## config.mk

```make
export PLATFORM = sky130hd
export DESIGN_NAME = preset_position_bang_bang_controller
export DESIGN_NICKNAME = d
export VERILOG_FILES = /design/src/ppbb_pkg.sv /design/src/ppbb_ctrl.sv /design/src/ppbb_dp.sv /design/src/preset_position_bang_bang_controller.sv
export VERILOG_INCLUDE_DIRS = /design/src /design/src/src
export SDC_FILE = /design/constraint.sdc
export NUM_CORES = 1
export LEC_CHECK = 0
export ABC_AREA = 0
export CAP_MARGIN = 20
export CELL_PAD_IN_SITES_DETAIL_PLACEMENT = 0
export CELL_PAD_IN_SITES_GLOBAL_PLACEMENT = 2
export CORE_MARGIN = 4
export CORE_UTILIZATION = 30
export CTS_BUF_LIST = sky130_fd_sc_hd__clkbuf_8
export DETAILED_ROUTE_END_ITERATION = 8
export DONT_BUFFER_PORTS = 1
export GPL_ROUTABILITY_DRIVEN = 0
export GPL_TIMING_DRIVEN = 0
export PLACE_DENSITY_LB_ADDON = 0.2
export SYNTH_ARGS = -nofsm -noshare
export SYNTH_HDL_FRONTEND = slang
export SYNTH_SLANG_ARGS = --single-unit
```

## constraint.sdc

```tcl
create_clock -name clk_i -period 20.6 [get_ports clk_i]
set_clock_uncertainty 0.15 [all_clocks]
set_input_delay 2.06 -clock clk_i [delete_from_list [all_inputs] [get_ports clk_i]]
set_output_delay 2.06 -clock clk_i [all_outputs]
set_load 0.01 [all_outputs]
```

## src/preset_position_bang_bang_controller_macros.svh

```systemverilog
// assertion macros for the preset position bang-bang controller
// included by files that carry concurrent assertions; no other dependencies
`ifndef PRESET_POSITION_BANG_BANG_CONTROLLER_MACROS_SVH
`define PRESET_POSITION_BANG_BANG_CONTROLLER_MACROS_SVH

`ifndef NO_ASSERTIONS
// same-cycle implication
`define PPBB_ASSERT_IMPL(lbl, clk, rstn, pre, post) \
  lbl: assert property (@(posedge clk) disable iff (!rstn) (pre) |-> (post)) \
    else $error("ppbb assertion failed");
// next-cycle implication
`define PPBB_ASSERT_NEXT(lbl, clk, rstn, pre, post) \
  lbl: assert property (@(posedge clk) disable iff (!rstn) (pre) |=> (post)) \
    else $error("ppbb assertion failed");
`else
`define PPBB_ASSERT_IMPL(lbl, clk, rstn, pre, post)
`define PPBB_ASSERT_NEXT(lbl, clk, rstn, pre, post)
`endif

`endif

```

## src/ppbb_pkg.sv

```systemverilog
// shared types and constants of the preset position bang-bang controller
// used by the controller, the datapath and the top level; no dependencies
package ppbb_pkg;

  localparam int StickW  = 16;
  localparam int HeightW = 13;
  localparam int LevelW  = 4;
  localparam int SpeedW  = 15;
  localparam int StepW   = 10;
  localparam int TolW    = 8;
  localparam int CfgIdxW = 3;
  localparam int CfgW    = 15;

  // restoring divide of |height| by level step, one quotient bit per cycle
  localparam int DivSteps = HeightW;
  localparam int DivCntW  = $clog2(DivSteps);

  // fixed mode target offset, 2 inches in 1/16 inch
  localparam int FixedOffset = 32;
  localparam int TargetW     = LevelW + StepW + 1;

  localparam logic [SpeedW-1:0] DriveSpeedRst = 15'd16384;
  localparam logic [StepW-1:0]  LevelStepRst  = 10'd194;
  localparam logic [TolW-1:0]   TolRst        = 8'd8;
  localparam logic [LevelW-1:0] MaxLevelRst   = 4'd6;

  typedef enum logic [CfgIdxW-1:0] {
    CfgDynamicMode = 3'd0,
    CfgFixedLevel  = 3'd1,
    CfgDriveSpeed  = 3'd2,
    CfgLevelStep   = 3'd3,
    CfgTolerance   = 3'd4,
    CfgMaxLevel    = 3'd5
  } cfg_index_e;

  // controller to datapath
  typedef struct packed {
    logic load;
    logic div_step;
    logic level;
    logic write_out;
  } cmd_t;

  // datapath to controller
  typedef struct packed {
    logic need_div;
  } sts_t;

endpackage

```

## src/ppbb_ctrl.sv

```systemverilog
// sequencing state machine of the preset position bang-bang controller
// depends on ppbb_pkg; drives the datapath through cmd_t, reads sts_t
module ppbb_ctrl (
  input  logic          clk_i,
  input  logic          rst_ni,
  input  logic          in_valid_i,
  output logic          in_stall_o,
  output logic          out_valid_o,
  input  logic          out_stall_i,
  input  ppbb_pkg::sts_t sts_i,
  output ppbb_pkg::cmd_t cmd_o
);
  import ppbb_pkg::*;

  typedef enum logic [3:0] {
    StIdle  = 4'b0001,
    StDiv   = 4'b0010,
    StLevel = 4'b0100,
    StBang  = 4'b1000
  } state_e;

  state_e              state_q, state_d;
  logic [DivCntW-1:0]  cnt_q, cnt_d;
  logic                out_valid_q, out_valid_d;

  always_comb begin
    state_d = state_q;
    cnt_d   = cnt_q;
    cmd_o   = '0;
    case (state_q)
      StIdle: begin
        if (in_valid_i) begin
          cmd_o.load = 1'b1;
          cnt_d      = '0;
          state_d    = sts_i.need_div ? StDiv : StLevel;
        end
      end
      StDiv: begin
        cmd_o.div_step = 1'b1;
        cnt_d          = cnt_q + 1'b1;
        if (cnt_q == DivCntW'(DivSteps - 1)) begin
          state_d = StLevel;
        end
      end
      StLevel: begin
        cmd_o.level = 1'b1;
        state_d     = StBang;
      end
      StBang: begin
        // hold the result until the output register is free
        if (!(out_valid_q && out_stall_i)) begin
          cmd_o.write_out = 1'b1;
          state_d         = StIdle;
        end
      end
      default: begin
        state_d = StIdle;
      end
    endcase
  end

  always_comb begin
    out_valid_d = out_valid_q;
    if (cmd_o.write_out) begin
      out_valid_d = 1'b1;
    end else if (out_valid_q && !out_stall_i) begin
      out_valid_d = 1'b0;
    end
  end

  always_ff @(posedge clk_i or negedge rst_ni) begin
    if (!rst_ni) begin
      state_q     <= StIdle;
      cnt_q       <= '0;
      out_valid_q <= 1'b0;
    end else begin
      state_q     <= state_d;
      cnt_q       <= cnt_d;
      out_valid_q <= out_valid_d;
    end
  end

  assign in_stall_o  = (state_q != StIdle);
  assign out_valid_o = out_valid_q;

endmodule

```

## src/ppbb_dp.sv

```systemverilog
// datapath of the preset position bang-bang controller: settings, mode state,
// serial level divider, target multiply, band compare, result register; uses ppbb_pkg
module ppbb_dp (
  input  logic                                  clk_i,
  input  logic                                  rst_ni,
  input  ppbb_pkg::cmd_t                        cmd_i,
  output ppbb_pkg::sts_t                        sts_o,
  input  logic                                  cfg_we_i,
  input  logic [ppbb_pkg::CfgIdxW-1:0]          cfg_index_i,
  input  logic [ppbb_pkg::CfgW-1:0]             cfg_data_i,
  input  logic signed [ppbb_pkg::StickW-1:0]    stick_y_i,
  input  logic                                  button_down_i,
  input  logic                                  button_up_i,
  input  logic signed [ppbb_pkg::HeightW-1:0]   height_i,
  output logic signed [ppbb_pkg::StickW-1:0]    drive_o,
  output logic                                  stop_o,
  output logic [ppbb_pkg::LevelW-1:0]           level_index_o,
  output logic                                  manual_active_o
);
  import ppbb_pkg::*;

  localparam int LvlW = HeightW + 2;
  localparam int CmpW = TargetW + 2;

  // settings
  logic              dyn_q;
  logic [LevelW-1:0] fixed_q;
  logic [SpeedW-1:0] speed_q;
  logic [StepW-1:0]  step_q;
  logic [TolW-1:0]   tol_q;
  logic [LevelW-1:0] max_q;

  // mode state
  logic              manual_q, prev_manual_q, prev_down_q, prev_up_q;
  logic [LevelW-1:0] current_q;

  // captured request
  logic signed [StickW-1:0]  stick_q;
  logic                      down_q, up_q;
  logic signed [HeightW-1:0] height_q;

  // divider
  logic [StepW-1:0]   rem_q;
  logic [HeightW-1:0] quo_q;
  logic [StepW+1:0]   trial;
  logic               trial_ok;

  logic              mf_in, mf_cap;
  logic [HeightW-1:0] height_mag;
  logic signed [LvlW-1:0] quo_signed, lvl_base, lvl_sum;
  logic              recapture, edge_down, edge_up;
  logic [LevelW-1:0] lvl_clamped, mult_a;
  logic [LevelW+StepW-1:0] product;
  logic [TargetW-1:0] target_d, target_q;

  logic signed [CmpW-1:0] h_ext, t_ext, tol_ext;
  logic                   below, above;
  logic signed [StickW-1:0] stick_neg, drive_d;
  logic                     stop_d, manual_d;

  // manual flag after a request, from given inputs and the stored flag
  function automatic logic manual_next(logic signed [StickW-1:0] stick, logic bd, logic bu,
                                       logic mf);
    logic r;
    r = mf;
    if (stick != '0) begin
      r = 1'b1;
    end else if (bd || bu) begin
      r = 1'b0;
    end
    return r;
  endfunction

  always_ff @(posedge clk_i or negedge rst_ni) begin
    if (!rst_ni) begin
      dyn_q   <= 1'b1;
      fixed_q <= '0;
      speed_q <= DriveSpeedRst;
      step_q  <= LevelStepRst;
      tol_q   <= TolRst;
      max_q   <= MaxLevelRst;
    end else if (cfg_we_i) begin
      case (cfg_index_i)
        CfgDynamicMode: dyn_q   <= cfg_data_i[0];
        CfgFixedLevel:  fixed_q <= cfg_data_i[LevelW-1:0];
        CfgDriveSpeed:  speed_q <= cfg_data_i[SpeedW-1:0];
        CfgLevelStep:   step_q  <= cfg_data_i[StepW-1:0];
        CfgTolerance:   tol_q   <= cfg_data_i[TolW-1:0];
        CfgMaxLevel:    max_q   <= cfg_data_i[LevelW-1:0];
        default: ;
      endcase
    end
  end

  assign mf_in      = manual_next(stick_y_i, button_down_i, button_up_i, manual_q);
  assign sts_o.need_div = dyn_q && !mf_in && prev_manual_q && (step_q != '0);
  assign height_mag = height_i[HeightW-1] ? HeightW'(-height_i) : HeightW'(height_i);

  assign trial    = {1'b0, rem_q, quo_q[HeightW-1]} - {2'b00, step_q};
  assign trial_ok = !trial[StepW+1];

  always_ff @(posedge clk_i) begin
    if (cmd_i.load) begin
      stick_q  <= stick_y_i;
      down_q   <= button_down_i;
      up_q     <= button_up_i;
      height_q <= height_i;
      rem_q    <= '0;
      quo_q    <= height_mag;
    end else if (cmd_i.div_step) begin
      rem_q <= trial_ok ? trial[StepW-1:0] : {rem_q[StepW-2:0], quo_q[HeightW-1]};
      quo_q <= {quo_q[HeightW-2:0], trial_ok};
    end
  end

  // level selection on the captured request
  assign mf_cap     = manual_next(stick_q, down_q, up_q, manual_q);
  assign recapture  = prev_manual_q;
  assign edge_down  = down_q && !prev_down_q;
  assign edge_up    = up_q && !prev_up_q;
  assign quo_signed = height_q[HeightW-1] ? -$signed({2'b00, quo_q}) : $signed({2'b00, quo_q});

  always_comb begin
    if (recapture) begin
      lvl_base = (step_q != '0) ? quo_signed : '0;
    end else begin
      lvl_base = $signed({{(LvlW-LevelW){1'b0}}, current_q});
    end
    lvl_sum = lvl_base - $signed({{(LvlW-1){1'b0}}, edge_down})
                       + $signed({{(LvlW-1){1'b0}}, edge_up});
    if (lvl_sum < 0) begin
      lvl_clamped = '0;
    end else if (lvl_sum > $signed({{(LvlW-LevelW){1'b0}}, max_q})) begin
      lvl_clamped = max_q;
    end else begin
      lvl_clamped = lvl_sum[LevelW-1:0];
    end
  end

  assign mult_a   = dyn_q ? lvl_clamped : fixed_q;
  assign product  = mult_a * step_q;
  assign target_d = TargetW'(product) + (dyn_q ? TargetW'(0) : TargetW'(FixedOffset));

  always_ff @(posedge clk_i) begin
    if (cmd_i.level) begin
      target_q <= target_d;
    end
  end

  always_ff @(posedge clk_i or negedge rst_ni) begin
    if (!rst_ni) begin
      manual_q      <= 1'b1;
      prev_manual_q <= 1'b1;
      prev_down_q   <= 1'b0;
      prev_up_q     <= 1'b0;
      current_q     <= '0;
    end else if (cmd_i.level && dyn_q) begin
      manual_q      <= mf_cap;
      prev_manual_q <= mf_cap;
      prev_down_q   <= down_q;
      prev_up_q     <= up_q;
      if (!mf_cap) begin
        current_q <= lvl_clamped;
      end
    end
  end

  // stop band compare
  assign h_ext   = CmpW'(height_q);
  assign t_ext   = $signed({2'b00, target_q});
  assign tol_ext = $signed({{(CmpW-TolW){1'b0}}, tol_q});
  assign below   = (h_ext + tol_ext) < t_ext;
  assign above   = h_ext > (t_ext + tol_ext);

  assign stick_neg = (stick_q == {1'b1, {(StickW-1){1'b0}}}) ? {1'b0, {(StickW-1){1'b1}}}
                                                             : -stick_q;

  always_comb begin
    manual_d = dyn_q && manual_q;
    stop_d   = 1'b0;
    if (manual_d) begin
      drive_d = stick_neg;
    end else if (below) begin
      drive_d = $signed({1'b0, speed_q});
    end else if (above) begin
      drive_d = -$signed({1'b0, speed_q});
    end else begin
      drive_d = '0;
      stop_d  = 1'b1;
    end
  end

  always_ff @(posedge clk_i) begin
    if (cmd_i.write_out) begin
      drive_o         <= drive_d;
      stop_o          <= stop_d;
      level_index_o   <= dyn_q ? current_q : fixed_q;
      manual_active_o <= manual_d;
    end
  end

endmodule

```

## src/preset_position_bang_bang_controller.sv

```systemverilog
// Preset position bang-bang height controller with a stop band.
// Request channel: stick_y_i, button_down_i, button_up_i, height_i with
// in_valid_i / in_stall_o; a request is taken when valid is high and stall low.
// Result channel: drive_o, stop_o, level_index_o, manual_active_o with
// out_valid_o / out_stall_i; exactly one result per request, in order.
// Settings are to be written through cfg_we_i / cfg_index_i / cfg_data_i only
// while idle, a duty of the user that the block does not enforce. A request
// runs the 13-step restoring divider (one quotient bit per cycle) only when
// the level is recaptured from the height on entering preset mode, then the
// level and bang states; the next request is taken only after the bang state.
// The result register frees the request side: the next request is taken while
// the previous result waits; a new result waits inside until that one is taken,
// and in_stall_o stays high meanwhile.
// Reset: settings return to their defaults, manual mode is selected, level 0,
// no result is held. Depends on ppbb_pkg, ppbb_ctrl, ppbb_dp and the macros.
`include "preset_position_bang_bang_controller_macros.svh"

module preset_position_bang_bang_controller (
  input  logic                                clk_i,
  input  logic                                rst_ni,
  input  logic                                cfg_we_i,
  input  logic [ppbb_pkg::CfgIdxW-1:0]        cfg_index_i,
  input  logic [ppbb_pkg::CfgW-1:0]           cfg_data_i,
  input  logic                                in_valid_i,
  output logic                                in_stall_o,
  input  logic signed [ppbb_pkg::StickW-1:0]  stick_y_i,
  input  logic                                button_down_i,
  input  logic                                button_up_i,
  input  logic signed [ppbb_pkg::HeightW-1:0] height_i,
  output logic                                out_valid_o,
  input  logic                                out_stall_i,
  output logic signed [ppbb_pkg::StickW-1:0]  drive_o,
  output logic                                stop_o,
  output logic [ppbb_pkg::LevelW-1:0]         level_index_o,
  output logic                                manual_active_o
);
  import ppbb_pkg::*;

  cmd_t cmd;
  sts_t sts;

  ppbb_ctrl u_ctrl (
    .clk_i       (clk_i),
    .rst_ni      (rst_ni),
    .in_valid_i  (in_valid_i),
    .in_stall_o  (in_stall_o),
    .out_valid_o (out_valid_o),
    .out_stall_i (out_stall_i),
    .sts_i       (sts),
    .cmd_o       (cmd)
  );

  ppbb_dp u_dp (
    .clk_i           (clk_i),
    .rst_ni          (rst_ni),
    .cmd_i           (cmd),
    .sts_o           (sts),
    .cfg_we_i        (cfg_we_i),
    .cfg_index_i     (cfg_index_i),
    .cfg_data_i      (cfg_data_i),
    .stick_y_i       (stick_y_i),
    .button_down_i   (button_down_i),
    .button_up_i     (button_up_i),
    .height_i        (height_i),
    .drive_o         (drive_o),
    .stop_o          (stop_o),
    .level_index_o   (level_index_o),
    .manual_active_o (manual_active_o)
  );

  // a taken request keeps the block busy for at least the next cycle
  `PPBB_ASSERT_NEXT(a_busy_after_accept, clk_i, rst_ni, in_valid_i && !in_stall_o, in_stall_o)
  // a new result never overwrites one still waiting
  `PPBB_ASSERT_IMPL(a_no_overwrite, clk_i, rst_ni, cmd.write_out, !(out_valid_o && out_stall_i))
  // a result write always leaves a valid result behind
  `PPBB_ASSERT_NEXT(a_result_valid, clk_i, rst_ni, cmd.write_out, out_valid_o)
  // commands are mutually exclusive
  `PPBB_ASSERT_IMPL(a_cmd_onehot, clk_i, rst_ni, 1'b1, $onehot0(cmd))

endmodule

```

=== Word-level counts from Yosys, hierarchy flattened ===
Cells that the tools add are included.

* $add $sub $neg: 11
* $mul: 1
* $lt $le $gt $ge: 4
* Equal/unequal tests: 15
* Multiplexer cells: 36
* Bitwise operators: 1
* Reductions and logical operators: 33

{| class="wikitable"
|+ Operators with widths
! operator !! count
|-
| 16-bit 2-to-1 mux || 4
|-
| 15-bit 2-to-1 mux || 3
|-
| 13-bit 2-to-1 mux || 3
|-
| 4-bit 2-to-1 mux || 8
|-
| 16-bit nonzero test || 2
|-
| 13-bit by 17-bit greater-than comparator with 1-bit output || 1
|-
| 17-bit by 16-bit less-than comparator with 1-bit output || 1
|-
| 15-bit by 8-bit adder with 16-bit output || 1
|-
| 16-bit == test, second input constant || 1
|-
| 15-bit negation with 16-bit output || 1
|-
| 16-bit negation || 1
|-
| 4-bit case mux with 4 select lines || 1
|-
| 2-bit AND reduction || 8
|-
| 14-bit by 15-bit adder with 15-bit output || 1
|-
| 15-bit by 2-bit adder with 15-bit output || 1
|-
| 15-bit by 5-bit greater-than comparator with 1-bit output || 1
|-
| 15-bit by 1-bit less-than comparator with 1-bit output, second input constant || 1
|-
| 13-bit negation with 15-bit output || 1
|-
| 15-bit by 2-bit subtractor with 15-bit output || 1
|-
| 13-bit by 9-bit adder with 14-bit output || 1
|-
| 4-bit by 10-bit multiplier with 14-bit output || 1
|-
| 1-bit 2-to-1 mux || 13
|-
| 13-bit negation || 1
|-
| 11-bit by 10-bit subtractor with 12-bit output || 1
|-
| 24 further kinds || 43
|}

* Flip-flop bits (word level): 149
* Input bits: 54
* Output and inout bits: 24
* Word-level logic and storage cells: 125

=== Depth between registers and ports, before layout ===
* Depth after elaboration: 12
* Gate-level depth with buffers: 35
* Gate-level depth less buffers: 35

=== Hierarchy ===
A second synthesis with hierarchy kept.

* Cell total of the unflattened synthesis: 1,158
* Area total of the unflattened synthesis: 11,417.2 µm²

{| class="wikitable"
|+ By module, submodules not included
! module !! times used !! cells an instance !! area an instance (µm²) !! seq. area each (µm²)
|-
| ppbb_dp || 1 || 1,112 || 10,954.3 || 3,870.0
|-
| ppbb_ctrl || 1 || 46 || 462.9 || 226.5
|}

=== Least setup slack after synthesis ===
OpenSTA, ideal clock, no wires.

* Path kind: reg2reg
* Start: register u_dp.step_q[9]
* End: register u_dp.target_q[13], data pin
* Library setup time: 0.195 ns
* Arrival: 7.321 ns
* Required time: 20.255 ns
* Slack: 12.934 ns
* Cell stages (with the launch flop): 33
* Buffers on the path: 0
* Period minus slack after synthesis: 7.666 ns
* Path through: dfrtp_1 -> nor4_1 -> nand3_1 -> and3_1 -> a21oi_1 -> ha_1 -> inv_1 -> ha_1 -> inv_1 -> fa_1 -> inv_1 -> ha_1 -> a21oi_1 -> o21ai_0 -> a211oi_2 -> and4_2 -> a31oi_1 -> o21ai_2 -> a21oi_1 -> fa_1 -> fa_1 -> inv_1 -> fa_1 -> inv_1 -> ha_1 -> nor2b_1 -> o21ai_0 -> a21boi_0 -> o21ai_0 -> a21oi_1 -> o21ai_0 -> or4b_2 -> o311ai_0

* Longest elaborated chain between the ends: 11
* Elaborated cells between the ends (all ways): 12
* Classes of those cells: add/sub: 3; mul: 1; order compare: 2; mux: 5; reduce/logical: 1

{| class="wikitable"
|+ RTL lines
! element !! RTL line !! RTL
|-
| start: declaration || ppbb_dp.sv:29 || <nowiki>logic [StepW-1:0] step_q;</nowiki>
|-
| start signal: assignment || ppbb_dp.sv:79 || <nowiki>step_q <= LevelStepRst;</nowiki>
|-
| start signal: assignment || ppbb_dp.sv:87 || <nowiki>CfgLevelStep: step_q <= cfg_data_i[StepW-1:0];</nowiki>
|-
| 10-bit nonzero test || ppbb_dp.sv:125 || <nowiki>lvl_base = (step_q != '0) ? quo_signed : '0;</nowiki>
|-
| 15-bit 2-to-1 mux || ppbb_dp.sv:125 ||
|-
| 15-bit 2-to-1 mux || ppbb_dp.sv:124 || <nowiki>if (recapture) begin</nowiki>
|-
| 15-bit by 2-bit subtractor with 15-bit output || ppbb_dp.sv:129 || <nowiki>lvl_sum = lvl_base - $signed({{(LvlW-1){1'b0}}, edge_down})</nowiki>
|-
| 15-bit by 2-bit adder with 15-bit output || ppbb_dp.sv:130 || <nowiki>+ $signed({{(LvlW-1){1'b0}}, edge_up});</nowiki>
|-
| 15-bit by 5-bit greater-than comparator with 1-bit output || ppbb_dp.sv:133 || <nowiki>end else if (lvl_sum > $signed({{(LvlW-LevelW){1'b0}}, max_q})) begin</nowiki>
|-
| 4-bit 2-to-1 mux || ppbb_dp.sv:133 ||
|-
| 4-bit 2-to-1 mux || ppbb_dp.sv:131 || <nowiki>if (lvl_sum < 0) begin</nowiki>
|-
| 4-bit 2-to-1 mux || ppbb_dp.sv:140 || <nowiki>assign mult_a = dyn_q ? lvl_clamped : fixed_q;</nowiki>
|-
| 4-bit by 10-bit multiplier with 14-bit output * || ppbb_dp.sv:141 || <nowiki>assign product = mult_a * step_q;</nowiki>
|-
| 14-bit by 15-bit adder with 15-bit output * || ppbb_dp.sv:142 || <nowiki>assign target_d = TargetW'(product) + (dyn_q ? TargetW'(0) : TargetW'(FixedOffset));</nowiki>
|-
| via u_dp.target_d[13] || ppbb_dp.sv:54 || <nowiki>logic [TargetW-1:0] target_d, target_q;</nowiki>
|-
| end signal: assignment || ppbb_dp.sv:146 || <nowiki>target_q <= target_d;</nowiki>
|-
| end: declaration || ppbb_dp.sv:54 ||
|}

The timed path passes the listed nets; every way through them passes the cells marked *.
A chain may end at the register's enable or synchronous reset.

=== Worst setup path after layout ===
* Start: register u_dp.step_q[0]
* End: register u_dp.target_q[13], data pin

The elaborated chain is that of the path after synthesis.

==> impl_metrics.tcl <==
set metrics [dict create \
    status "finished clean" \
    final-hold-violation-count 0 \
    viasPerCell 5.12 \
    core_mm2 0.0367 \
    post_drt_wl_per_cell_um 19.2 \
    crit_end "u_dp.target_q[13]" \
    max_stage_delay_ns 0.60 \
    reg2reg_depth 32 \
    die_w_um 201 \
    critPathRequiredTime_ns 20.68 \
    nets 1350 \
    power_mw 1.67 \
    worst_setup_path_start_kind "flip-flop" \
    async_flop_share_pct 38.9 \
    die_y_um 201 \
    grt_setup_unrepaired "false" \
    io_buffers 0 \
    grt_pass1_vias 8524 \
    slew_viol_final 0 \
    first_pass_iters 5 \
    num_rows 70 \
    yosys.area_share.xor_xnor_pct 6.43 \
    grt_usage_pct 15.7 \
    fin_area_mm2 0.0122 \
    syn_area_mm2 0.0112 \
    initial_core_util_pct 30.4 \
    layout_common_cells "ha_1 (108), nand2_1 (101), inv_1 (98), a21oi_1 (85), edfxtp_1 (81)" \
    power.density_mw_per_mm2 137 \
    r2r_end "u_dp.target_q[13]" \
    setup.worst_path.end_class "flip-flop" \
    maxSlewHeadroom_pct 39.9 \
    period_needed_ns 8.91 \
    final_common_cell "ha_1" \
    yosys.area_share.simple_pct 14.3 \
    drive_gt1_share_pct 10.1 \
    synth_top_family_by_area "compound AO/OA/AOI/OAI gates" \
    ios 78 \
    post-cts-setup-buffers 0 \
    h-tree-depth 4 \
    grt_max_degree 59 \
    insertion_delay_ns 0.47 \
    yosysSeqAreaShare_pct 36.7 \
    crit_type "flip-flop to flip-flop" \
    syn_inst 1142 \
    synth-main-ff-cell "edfxtp_1" \
    crit_top_cell "inv_1" \
    drc 0 \
    avgSynthCellArea_um2 9.78 \
    r2r_slack_ns 11.69 \
    synth_edf_count 81 \
    synth_nets 1326 \
    antenna_cells 0 \
    ir_worst_vdd_v 0.0000463 \
    fill_cells 3745 \
    grt_antenna_before_repair 1 \
    ys_ff_latch 149 \
    place_ws_ns 11.66 \
    crit-reg2reg-launch "u_dp.step_q[0]" \
    dp.final_hpwl_um 25700 \
    setup_viol 0 \
    max_freq_ghz 0.112 \
    numPlacedInstances 1615 \
    fin_crit_sh_pct 43.2 \
    critPathMaxFanout 8 \
    cpMaxStageDelayCell "or4b_2" \
    worst_slew_pin_slew_ns 0.896 \
    synthAdderAreaFrac_pct 16.1 \
    first_iter_violations 434 \
    max-cap-violations 0 \
    crit_arrival_ns 8.99 \
    fin_cells 1647 \
    syn2layout_area_growth_pct 9.45 \
    root_buffer "clkbuf_8" \
    p_leak_nw 4.97 \
    synth_top_area_share_pct 21.8 \
    dieArea_mm2 0.0404 \
    grt_pass1_wl_um 49800 \
    synth_area_leaders "edfxtp_1 (22%), ha_1 (12%), dfrtp_1 (11%), mux2_2 (4.3%), fa_1 (3.9%)" \
    synth.mux.area_fraction_pct 5.55 \
    post_cts_resized 0 \
    yosysTopAreaCell "edfxtp_1" \
    vias 8440 \
    ant_nets 0 \
    yosysUniqueCellTypes 80 \
    drt-total-wl_um 31700 \
    hold_class "flip-flop to flip-flop" \
    fin_setup_tns_ns 0 \
    grt-ovfl-total 0 \
    cts_buffers 17 \
    synth_compound_area_share_pct 17.0 \
    cts_num_sinks 149 \
    setup_ws_ns 11.69 \
    clk_pin_slew_ns 0.10 \
    placed_cell_area_mm2 0.0118 \
    setup.worst_path.start "u_dp.step_q[0]" \
    cts_tree "done" \
    cts_buffer_depth 2 \
    ys_warn_count 0 \
    cts_hold_buf 0 \
]
-- registers in the layout (all words and copies together), names as in the netlist, 8 cells and up --
signal         flops
u_dp.stick_q      16
u_dp.height_q     13
u_dp.tol_q         8
u_dp.target_q     15
u_dp.speed_q      15
u_dp.quo_q        13
u_dp.rem_q        10
u_dp.step_q       10
u_dp.drive_o      16
-- how the worst min path moves through the flow --
| stage | start | to | slack [ns] | cells past startpoint |
|---|---|---|---|---|
| after global placement | u_dp.rem_q[1] | u_dp.rem_q[1] | 0.31 | 2 |
| after global routing | u_dp.rem_q[1] | u_dp.rem_q[1] | 0.36 | 2 |
| after detailed placement | u_dp.rem_q[1] | u_dp.rem_q[1] | 0.30 | 2 |
| after floorplan | u_dp.rem_q[1] | u_dp.rem_q[1] | 0.28 | 2 |
| after CTS | u_dp.rem_q[1] | u_dp.rem_q[1] | 0.32 | 2 |
| final | u_dp.rem_q[1] | u_dp.rem_q[1] | 0.33 | 2 |
-- cells in the mapped netlist, drive strengths merged, types with 17 or more instances --
cell      n
ha      108
fa       22
nand2b   20
nand2   101
nor3     17
o21ai    87
edfxtp   81
inv      97
xnor2    47
mux2     44
nor4     20
nand3    17
dfrtp    48
nor2     65
a21oi    87
xor2     35
clkbuf   17
-- final cells by class --
type	count	area [µm²]	area share, %
tap	468	586	4.79
multi-input combinational	875	6640	54.3
clock inverter	15	165	1.35
clock buffer	17	234	1.91
inverter	100	375	3.07
buffer	18	68.8	0.563
timing repair buffer	5	52.6	0.430
sequential	149	4100	33.5
-- worst max-delay path, delay by kind of cell (launching register included) --
family	cells	cell delay, ns
buffers and inverters	5	0.28
AND/OR/NAND/NOR	6	2.05
flip-flops	1	0.50
AO/OA/AOI/OAI	13	2.47
adder cells (fa/ha/maj)	8	3.19
-- stage by stage --
stage	utilization [%]	hold WS, ns
finish	33.3	0.327
global route	33.3	0.363
CTS	33.3	0.323
detailed placement	32.2	0.303
global placement	32.0	0.305
floorplan	-	0.285
-- per-layer routing --
metal	routed length (µm)	up-vias	GRT usage (%)	part of all wire, %
li1	-	4223	-	-
met1	15600	4112	22.0	49
met2	15100	89	25.8	48
met3	648	16	2.21	2.0
met4	324	0	3.54	1.0
met5	0	-	0	0
-- logic make-up after synthesis --
logic type,after synthesis
AO/OA/AOI/OAI,299
adder cells (fa/ha/maj),130
AND/OR/NAND/NOR,308
XOR/XNOR,82
multiplexers,56
flip-flops,149
buffers and inverters,118
-- power breakdown --
| part | total [mW] | switching (mW) | internal (mW) |
|---|---|---|---|
| clock | 0.240 | 0.129 | 0.111 |
| sequential | 0.473 | 0.0655 | 0.408 |
| combinational | 0.956 | 0.568 | 0.388 |
| total | 1.67 | 0.762 | 0.908 |
Note: power is estimated with default switching activity, not from simulation.
